## src/rtl/fae_pkg.sv

```systemverilog
// ----------------------------------------------------------------------------
// fae_pkg
// Shared widths, register indexes and controller/datapath bundles for the
// even/odd frame averager.
// ----------------------------------------------------------------------------
package fae_pkg;

  // field widths
  localparam int PIX_W     = 8;
  localparam int IDX_W     = 16;
  localparam int AVG_W     = 8;
  localparam int SUM_W     = 16;
  localparam int FRM_W     = 8;
  localparam int TOT_W     = 9;
  localparam int NPX_W     = 17;

  // configuration port
  localparam int CFG_IDX_W  = 2;
  localparam int CFG_DATA_W = 17;

  localparam logic [CFG_IDX_W-1:0] REG_SPLIT_MODE   = 2'd0;
  localparam logic [CFG_IDX_W-1:0] REG_FRAME_TOTAL  = 2'd1;
  localparam logic [CFG_IDX_W-1:0] REG_FRAME_PIXELS = 2'd2;

  // commands from the controller to the datapath
  typedef struct packed {
    logic take;        // latch input transaction, issue sum read
    logic accum;       // add and write back, issue other-plane read
    logic grab_other;  // capture other-plane sum
    logic div_start;   // load the divider for the current plane
    logic out_load;    // load the result register
    logic plane;       // plane being averaged
  } fae_cmd_t;

  // status from the datapath to the controller
  typedef struct packed {
    logic last_frame;  // current pixel belongs to the last frame
    logic two_planes;  // split mode with at least two frames
    logic div_busy;    // divider still iterating
  } fae_status_t;

  // one result transaction
  typedef struct packed {
    logic             plane;
    logic [IDX_W-1:0] pixel_index;
    logic [AVG_W-1:0] average;
    logic             run_last;
    logic             image_done;
  } fae_result_t;

endpackage

```

## src/rtl/fae_ctrl.sv

```systemverilog
// ----------------------------------------------------------------------------
// fae_ctrl
// Sequencer: accept a pixel, accumulate, and on the last frame run the
// divider once per plane and hand each average out.
// ----------------------------------------------------------------------------
module fae_ctrl (
  input  logic                  clk,
  input  logic                  rst,
  input  logic                  in_valid,
  output logic                  in_ready,
  output logic                  out_valid,
  input  logic                  out_ready,
  input  fae_pkg::fae_status_t  status,
  output fae_pkg::fae_cmd_t     cmd
);

  typedef enum logic [2:0] {
    S_IDLE,
    S_ACC,
    S_OTHER,
    S_START,
    S_DIV,
    S_OUT
  } state_t;

  state_t state;
  logic   plane;

  // command decode
  always_comb begin
    cmd       = '0;
    cmd.plane = plane;
    unique case (state)
      S_IDLE:  cmd.take       = in_valid & in_ready;
      S_ACC:   cmd.accum      = 1'b1;
      S_OTHER: cmd.grab_other = 1'b1;
      S_START: cmd.div_start  = 1'b1;
      S_DIV:   cmd.out_load   = !status.div_busy;
      S_OUT:   ;
      default: ;
    endcase
  end

  // state and registered handshake outputs
  always_ff @(posedge clk) begin
    if (rst) begin
      state     <= S_IDLE;
      in_ready  <= 1'b1;
      out_valid <= 1'b0;
      plane     <= 1'b0;
    end else begin
      unique case (state)
        S_IDLE: begin
          if (in_valid && in_ready) begin
            state    <= S_ACC;
            in_ready <= 1'b0;
          end
        end
        S_ACC: begin
          plane <= 1'b0;
          if (!status.last_frame) begin
            state    <= S_IDLE;
            in_ready <= 1'b1;
          end else if (status.two_planes) begin
            state <= S_OTHER;
          end else begin
            state <= S_START;
          end
        end
        S_OTHER: begin
          state <= S_START;
        end
        S_START: begin
          state <= S_DIV;
        end
        S_DIV: begin
          if (!status.div_busy) begin
            state     <= S_OUT;
            out_valid <= 1'b1;
          end
        end
        S_OUT: begin
          if (out_ready) begin
            out_valid <= 1'b0;
            if (!plane && status.two_planes) begin
              plane <= 1'b1;
              state <= S_START;
            end else begin
              state    <= S_IDLE;
              in_ready <= 1'b1;
            end
          end
        end
        default: begin
          state    <= S_IDLE;
          in_ready <= 1'b1;
        end
      endcase
    end
  end

endmodule

```

## config.mk

```make
export PLATFORM = sky130hd
export DESIGN_NAME = fae_ctrl
export DESIGN_NICKNAME = d
export VERILOG_FILES = /design/src/rtl/fae_pkg.sv /design/src/rtl/fae_ctrl.sv
export SDC_FILE = /design/constraint.sdc
export NUM_CORES = 1
export LEC_CHECK = 0
export ABC_CLOCK_PERIOD_IN_PS = 1050
export BUFFER_PORTS_ARGS = -buffer_cell sky130_fd_sc_hd__buf_2
export CAP_MARGIN = 15
export CORE_UTILIZATION = 30
export DETAILED_ROUTE_END_ITERATION = 8
export PLACE_DENSITY = 0.63
export SLEW_MARGIN = 20
export SYNTH_ARGS = -nofsm -noshare
export SYNTH_HDL_FRONTEND = slang
export SYNTH_SLANG_ARGS = --single-unit
```

## constraint.sdc

```tcl
create_clock -name clk -period 1.05 [get_ports clk]
set_input_delay 0.2625 -clock clk [delete_from_list [all_inputs] [get_ports clk]]
set_output_delay 0.2625 -clock clk [all_outputs]
set_load 0.005 [all_outputs]
```

======== Yosys cells after proc, flatten, opt, wreduce, memory -nomap -nowiden ========
Index checks and enable logic that the tools add are counted.
storage, ports and cells
  logic and storage cells ................. 52
  register bits after elaboration ......... 6
  input port bits ......................... 7
  output and inout bits ................... 8
operators by class
  bitwise operators ....................... 2
  muxes and demuxes ....................... 23
  equal/unequal tests ..................... 11
  reductions and logical operators ........ 12
operators with widths
  kind                                                             count
  3-bit case mux with 6 select lines                               1
  1-bit two-way mux                                                14
  2-bit inequality test, second input constant                     6
  3-bit two-way mux                                                3
  3-bit AND reduction                                              3
  3-bit by 2-bit == test with 1-bit output, second input constant  2
  3-bit == test, second input constant                             2
  5-bit AND reduction                                              1
  2-bit two-way mux                                                2
  1-bit case mux with 2 select lines                               2
  1-bit case mux with 4 select lines                               1
  2-bit nonzero test                                               2
  3-bit by 1-bit == test with 1-bit output, second input constant  1
  3-bit logical NOT                                                1
  3-bit OR reduction                                               1
  1-bit logical AND                                                2
  1-bit logical NOT                                                2
  1-bit AND                                                        1
  1-bit NOT                                                        1

======== Depth between registers and ports, before layout ========
Gate-level depths: netlist of the first run.
  word-level depth ........................ 5
  depth in mapped cells ................... 4
  gate-level depth less buffers ........... 3

======== Worst setup path before layout of the first run ========
Ideal clock, no wire load.
  kind .................................... register to register
  start ................................... register state[0]
  end ..................................... register state[0]
  data required time ...................... 0.964 ns
  clock period less this slack ............ 1.125 ns
  path buffers ............................ 1
  arrival time ............................ 1.038 ns
  slack ................................... -0.075 ns
  setup time .............................. 0.086 ns
  stages on the path, launching flop included .. 5
  path through ............................ dfxtp_1 > buf_6 > nor2b_4 > o32a_1 > a221oi_2
on the way
  cells in the longest elaborated chain, start to end .. 3
  elaborated cells on any way between the ends .. 11
  classes of those cells .................. eq/ne (8); mux (1); reduce/logical (2)
ends and longest elaborated chain
  what                                                       line            source
  from (decl)                                                fae_ctrl.sv:26  state_t state;
  from (signal assigned)                                     fae_ctrl.sv:47  state <= S_IDLE;
  from (signal assigned)                                     fae_ctrl.sv:55  state <= S_ACC;
  from (signal assigned)                                     fae_ctrl.sv:62  state <= S_IDLE;
  3-bit == test / 3-bit logical NOT (equally long branches)  fae_ctrl.sv:52  unique case (state)
  2-bit inequality test (no line)                            -
  3-bit AND reduction (no line)                              -
Several ways; a longest one is shown, not always the timed one.
A chain may end at the register's enable or synchronous reset.

==> results.sh, run 1 <==
export IMPL_hold_class="in -> reg"
export IMPL_ys_ff_latch=6
export IMPL_drive_above_1_share_pct=71.8
export IMPL_cts_tree="built"
export IMPL_htreeDepth=1
export IMPL_cts_root_buffer="clkbuf_4"
export IMPL_path_class="reg -> out"
export IMPL_synth_top_area_cell="dfxtp_1"
export IMPL_startpoint_type="flip-flop"
export IMPL_yosysTopAreaCellShare_pct=27.4
export IMPL_arrival_ns=1.08
export IMPL_skew_ns=0.000279
export IMPL_relSlewSlack_pct=82.0
export IMPL_fmax_mhz=743
export IMPL_core_area_sq_mm=0.00133
export IMPL_netlist_area_sq_um=438
export IMPL_synth_mux_area_share_pct=0
export IMPL_cts_buffer_depth=2
export IMPL_grt_pass1_wl_um=1730
export IMPL_ant_nets=0
export IMPL_final_period_utilization_pct=128
export IMPL_syn_avg_cell_area_sq_um=8.42
export IMPL_clock_latency_ns=0.25
export IMPL_gp_congestion=0.773
export IMPL_cp_max_fo=4
export IMPL_synth_fa_ha_area_share_pct=0
export IMPL_track_usage_pct=16.5
export IMPL_cts_sinks=6
export IMPL_die_area_sq_mm=0.00162
export IMPL_mostFrequentLayoutCells="buf_2 (13), buf_4 (13), buf_6 (8), nor2b_4 (4)"
export IMPL_wl_per_cell_um=15.2
export IMPL_crit_path_end_kind="primary output"
export IMPL_antenna_found_initial=0
export IMPL_place_inst=88
export IMPL_required_ns=0.79
export IMPL_die_w_um=40.2
export IMPL_postLayoutCoreUtil_pct=58.0
export IMPL_drc=0
export IMPL_place_ws_ns=-0.275
export IMPL_cts_buffers=3
export IMPL_peakVddDrop_mv=0.649
export IMPL_p_per_area_mw_per_mm2=1030
export IMPL_fin_ws_ns=-0.296
export IMPL_p_leak_nw=0.364
export IMPL_ioPinCount=15
export IMPL_initial_core_util_pct=32.8
export IMPL_wl_um=1520
export IMPL_syn_nets=59
export IMPL_rrSetupSlack_ns=-0.27
export IMPL_synth_xor_area_share_pct=0
export IMPL_finalCriticalPeriod_ns=1.35
export IMPL_drtPass1Iterations=4
export IMPL_area_growth_pct=76.6
export IMPL_worst_pin_slew_ns=0.268
export IMPL_maxCapViolations=0
export IMPL_ys_seq_area_share_pct=27.4
export IMPL_routed_via_count=505
export IMPL_die_h_um=40.2
export IMPL_slew_viol_final=0
export IMPL_first_global_vias=416
export IMPL_io_buffers=14
export IMPL_overflow=0
export IMPL_fillers=115
export IMPL_nNetsFinal=94
export IMPL_dp_hpwl_um=786
export IMPL_synth_area_leaders="dfxtp_1 (27%), nor2b_1 (5.7%), nor2_1 (4.3%)"
export IMPL_drtIter0Drc=9
export IMPL_rows=13
export IMPL_synth_top_family_by_area="simple AND/OR/NAND/NOR gates"
export IMPL_synth_compound_area_share_pct=27.7
export IMPL_postSynthCellCount=52
export IMPL_avgViaCountPerCell=5.05
export IMPL_synth_distinct_cells=29
export IMPL_hold_buffers=0
export IMPL_yosys_warnings=0
export IMPL_final_cell_count_no_fill=100
export IMPL_setup_viol=10
export IMPL_synthSimpleGateAreaFrac_pct=35.7
export IMPL_status="finished, violations left"
export IMPL_rsz0062_at_grt="yes"
export IMPL_diodes=0
export IMPL_failed_checks="setup timing"
export IMPL_grt_max_degree=12
export IMPL_clk_pin_slew_ns=0.05
export IMPL_hold_violations=0
-- metrics by stage --
stage               instance area (sq um)  TNS, ns  hold WS [ns]  total power (W)
floorplan                             438   -0.167         0.329         0.000399
global placement                      581    -1.59         0.474         0.000491
detailed placement                    581    -1.73         0.485         0.000491
CTS                                   669    -1.77         0.256         0.000758
global route                          773    -2.35         0.268         0.000843
finish                                773    -1.98         0.269         0.000794
-- logic make-up (layout without fill, tap and decap cells) --
logic type / after synthesis / in the layout
simple gates: 23 / 23
compound gates: 16 / 16
flops: 6 / 6
buf+inv: 7 / 40
-- metal layers --
metal	GRT usage (%)	share of wire, %	routed length, um
met1	21.5	42	635
met2	24.6	53	809
met3	3.33	4.3	65
met4	10.0	0.40	6
met5	0	0	0
-- power breakdown --
group / total (W) / internal, W / leakage [nW] / switching [W]
Clock: 0.000218 / 0.000130 / 0.0138 / 0.0000886
Combinational: 0.000295 / 0.000172 / 0.299 / 0.000122
Sequential: 0.000281 / 0.000248 / 0.0514 / 0.0000334
Total: 0.000794 / 0.000550 / 0.364 / 0.000244
-- final timing paths --
path	from	to	depth (start not counted)
min reg2reg	plane	plane	2
max	state[1]	cmd[1]	4
min	rst	state[0]	2
max reg2reg	state[0]	state[0]	4
-- layout make-up --
cell class                 instances  area (sq um)  share of cell area, %
sequential                         6           134                   17.3
timing repair buffer              34           253                   32.7
inverter                           3          11.3                   1.46
tap                               15          18.8                   2.43
clock buffer                       3          22.5                   2.91
multi-input combinational         39           334                   43.2
-- worst max-delay path, stage by stage (launching register included) --
cell and delay, ns:
dfxtp_4 0.36, nand2b_4 0.15, buf_6 0.11, nor3_2 0.08, buf_2 0.13
-- state kept, by name, summed over array words and instances (netlist names) --
signal,cells
state,3
plane,1
out_valid,1
in_ready,1
-- Yosys cell counts, drive strengths merged --
cell type  n
a31o       1
and3b      1
o211ai     1
nor2b      6
and4b      1
a21oi      2
nor3b      1
nand2b     1
a221oi     1
o21ba      1
nor3       3
o32a       1
nand2      2
inv        3
a31oi      1
and2b      1
nor2       5
a32oi      1
o21ai      3
o21bai     2
dfxtp      6
nand3      1
nor4b      1
buf        4
a211oi     2
-- what timing repair did --
item | in CTS | in global routing
setup buffers | 3 | 6
hold endpoints to repair | 0 | 0
gates resized for setup | 16 | 22
pin swaps | 1 | 6
endpoints found under the setup margin | 12 | 11
Power figures use the tool's default switching activity.
==> run 2, diff against run 1 <==
- ABC_AREA: unset -> 1
- CORE_AREA: unset -> 2 2 39 41
- CORE_UTILIZATION: 30 -> unset
- DIE_AREA: unset -> 0 0 41 43
- PLACE_DENSITY: 0.63 -> 0.62
- SETUP_SLACK_MARGIN: unset -> 0.5
- SKIP_LAST_GASP: unset -> 1
==> run 2 against run 1 <==
Compared with the run above:
- the run still ends with setup timing left
- die area increased by 9.1%
- critical path depth unchanged
- final cell count increased by 13%
- design area decreased by 1.5%
- maximum frequency decreased by 1.9%
- utilization decreased by 2.9 points
- synthesized cell count increased by 25%
- via count increased by 1.6%
- global-route usage increased by 1.2 points
- wire length decreased by 6.7%
==> results.sh, run 2 <==
export IMPL_cp_max_fo=4
export IMPL_relSlewSlack_pct=83.5
export IMPL_p_leak_nw=0.369
export IMPL_gp_congestion=0.772
export IMPL_fmax_mhz=729
export IMPL_yosys_most_used_dff="dfxtp_1"
export IMPL_syn_avg_cell_area_sq_um=5.83
export IMPL_wl_um=1420
export IMPL_yosys_warnings=0
export IMPL_peakVddDrop_mv=0.905
export IMPL_crit_start="state[1]"
export IMPL_final_period_utilization_pct=131
export IMPL_area_growth_pct=101
export IMPL_drc=0
export IMPL_synth_top_cells_by_count="nand2_1 (18), nor2_1 (12), inv_1 (8)"
export IMPL_globalRouteMet2Util_pct=27.5
export IMPL_synthArstFlopShare_pct=0
export IMPL_rows=14
export IMPL_nNetsFinal=106
export IMPL_grt_use_met1_pct=20.6
export IMPL_worst_pin_slew_ns=0.244
export IMPL_drtPass1Iterations=4
export IMPL_synth_distinct_cells=13
export IMPL_overflow=0
export IMPL_yosysTopAreaCellShare_pct=31.7
export IMPL_dp_hpwl_um=767
export IMPL_hold_class="in -> reg"
export IMPL_diodes=0
export IMPL_ioPinCount=15
export IMPL_grt_max_degree=7
export IMPL_multi_input_area_sq_um=318
export IMPL_cts_sinks=6
export IMPL_maxCapViolations=0
export IMPL_rsz0062_at_grt="yes"
export IMPL_io_buffers=14
export IMPL_postSynthCellCount=65
export IMPL_wl_per_cell_um=12.5
export IMPL_rr_startpoint="state[1]"
export IMPL_clk_pin_slew_ns=0.05
export IMPL_grt_pass1_wl_um=2000
export IMPL_crit_path_end_kind="primary output"
export IMPL_ff_latch_area_sq_um=135
export IMPL_hold_buffers=0
export IMPL_syn_nets=72
export IMPL_failed_checks="setup timing"
export IMPL_synth_area_leaders="dfxtp_1 (32%), nand2_1 (18%), nor2_1 (12%)"
export IMPL_first_global_vias=459
export IMPL_htreeDepth=1
export IMPL_slew_viol_final=0
export IMPL_initial_core_util_pct=27.4
export IMPL_netlist_area_sq_um=379
export IMPL_fin_ws_ns=-0.322
export IMPL_top_register="state"
export IMPL_cts_buffer_depth=2
export IMPL_final_cell_count_no_fill=113
export IMPL_hold_violations=0
export IMPL_core_area_sq_mm=0.00138
export IMPL_use_met3_pct=9.42
export IMPL_cts_root_buffer="clkbuf_4"
export IMPL_cts_tree="built"
export IMPL_place_inst=94
export IMPL_yosysMostFrequentCell="nand2_1"
export IMPL_die_h_um=43
export IMPL_antenna_found_initial=0
export IMPL_p_per_area_mw_per_mm2=1250
export IMPL_finalCriticalPeriod_ns=1.37
export IMPL_cts_buffers=3
export IMPL_status="finished, violations left"
export IMPL_ys_seq_area_share_pct=31.7
export IMPL_track_usage_pct=17.7
export IMPL_fillers=137
export IMPL_ys_ff_latch=6
export IMPL_routed_via_count=513
export IMPL_startpoint_type="flip-flop"
export IMPL_skew_ns=0.0125
export IMPL_largest_reg_flops=3
export IMPL_drtIter0Drc=3
export IMPL_arrival_ns=1.11
export IMPL_layout_commonest_cell="nand2_1"
export IMPL_die_area_sq_mm=0.00176
export IMPL_avgViaCountPerCell=4.54
export IMPL_mostFrequentLayoutCells="nand2_1 (14), buf_2 (12), buf_4 (12), inv_1 (7), nor2_1 (7)"
export IMPL_required_ns=0.79
export IMPL_crit_end="cmd[1]"
export IMPL_path_class="reg -> out"
export IMPL_ant_nets=0
export IMPL_setup_viol=10
export IMPL_die_w_um=41
export IMPL_ff2ff_path_depth=8
export IMPL_min_from="rst"
export IMPL_rr_endpoint="state[2]"
export IMPL_top_usage_layer="met2"
export IMPL_synth_top_area_cell="dfxtp_1"
export IMPL_clock_latency_ns=0.25
export IMPL_p_total_w=0.000956
export IMPL_rrSetupSlack_ns=-0.17
export IMPL_drive_above_1_share_pct=64.9
export IMPL_synth_edff_count=0
## run 2: cell types whose count changed in the layout (fill, tap and decap cells not counted), sizes merged, moves of 2 or more
cell	delta
a211oi	-2
a21oi	+3
buf	-4
inv	+8
nand2	+16
nand3	+5
nor2	+10
nor2b	-6
nor3	-2
o21ai	-2
o21bai	-2
## run 2: worst max-delay path: stages, from the launching register on
cell	delay (ns)
dfxtp_4	0.37
nor2_4	0.13
nand2_2	0.07
nor2_2	0.14
buf_2	0.14
## run 2: worst min path at each step
stage	endpoint	slack (ns)	depth (start not counted)
5_1_grt	state[2]	0.28	2
6_report	out_valid	0.28	2
2_1_floorplan	state[0]	0.32	1
4_1_cts	state[1]	0.26	2
3_3_place_gp	out_valid	0.44	2
3_5_place_dp	out_valid	0.45	2
## run 2: routing by layer
metal	vias up	share of wire [%]
met5	-	0
met4	0	0.78
met2	7	54
met1	238	42
li1	266	-
met3	2	3.0
## run 2: per-stage QoR
stage	worst slack (ns)	utilization, %	area, sq um	hold slack [ns]	setup TNS [ns]
floorplan	0.118	-	425	0.322	0
global placement	0.0131	36.4	504	0.444	0
global route	-0.344	55.1	762	0.281	-2.27
detailed placement	-0.0130	36.4	504	0.454	-0.0130
finish	-0.322	55.1	762	0.276	-1.78
CTS	-0.255	46.8	648	0.261	-1.23
## run 2: cells by family after synthesis
family	after synthesis	share of synthesized area (%)
AO/OA/AOI/OAI	7	10.2
buffers and inverters	12	12.9
flip-flops	6	31.7
AND/OR/NAND/NOR	40	45.2
## run 2: timing repair
item                                    in CTS  in global routing
resized for setup                           13                 15
buffers inserted                             9                  7
endpoints found under the setup margin      14                 14
pin swaps                                    9                  6
## run 2: area by class of cell
| type | count | share of cell area [%] |
|---|---|---|
| multi-input combinational | 47 | 41.7 |
| timing repair buffer | 30 | 28.6 |
| sequential | 6 | 17.7 |
| inverter | 11 | 6.40 |
| clock buffer | 3 | 2.96 |
| tap | 16 | 2.63 |
## run 2: report_power, final
| group | internal [W] | switching, W | total, W |
|---|---|---|---|
| clock network | 0.000130 | 0.0000926 | 0.000223 |
| logic | 0.000228 | 0.000218 | 0.000446 |
| registers | 0.000255 | 0.0000316 | 0.000287 |
| total | 0.000613 | 0.000343 | 0.000956 |
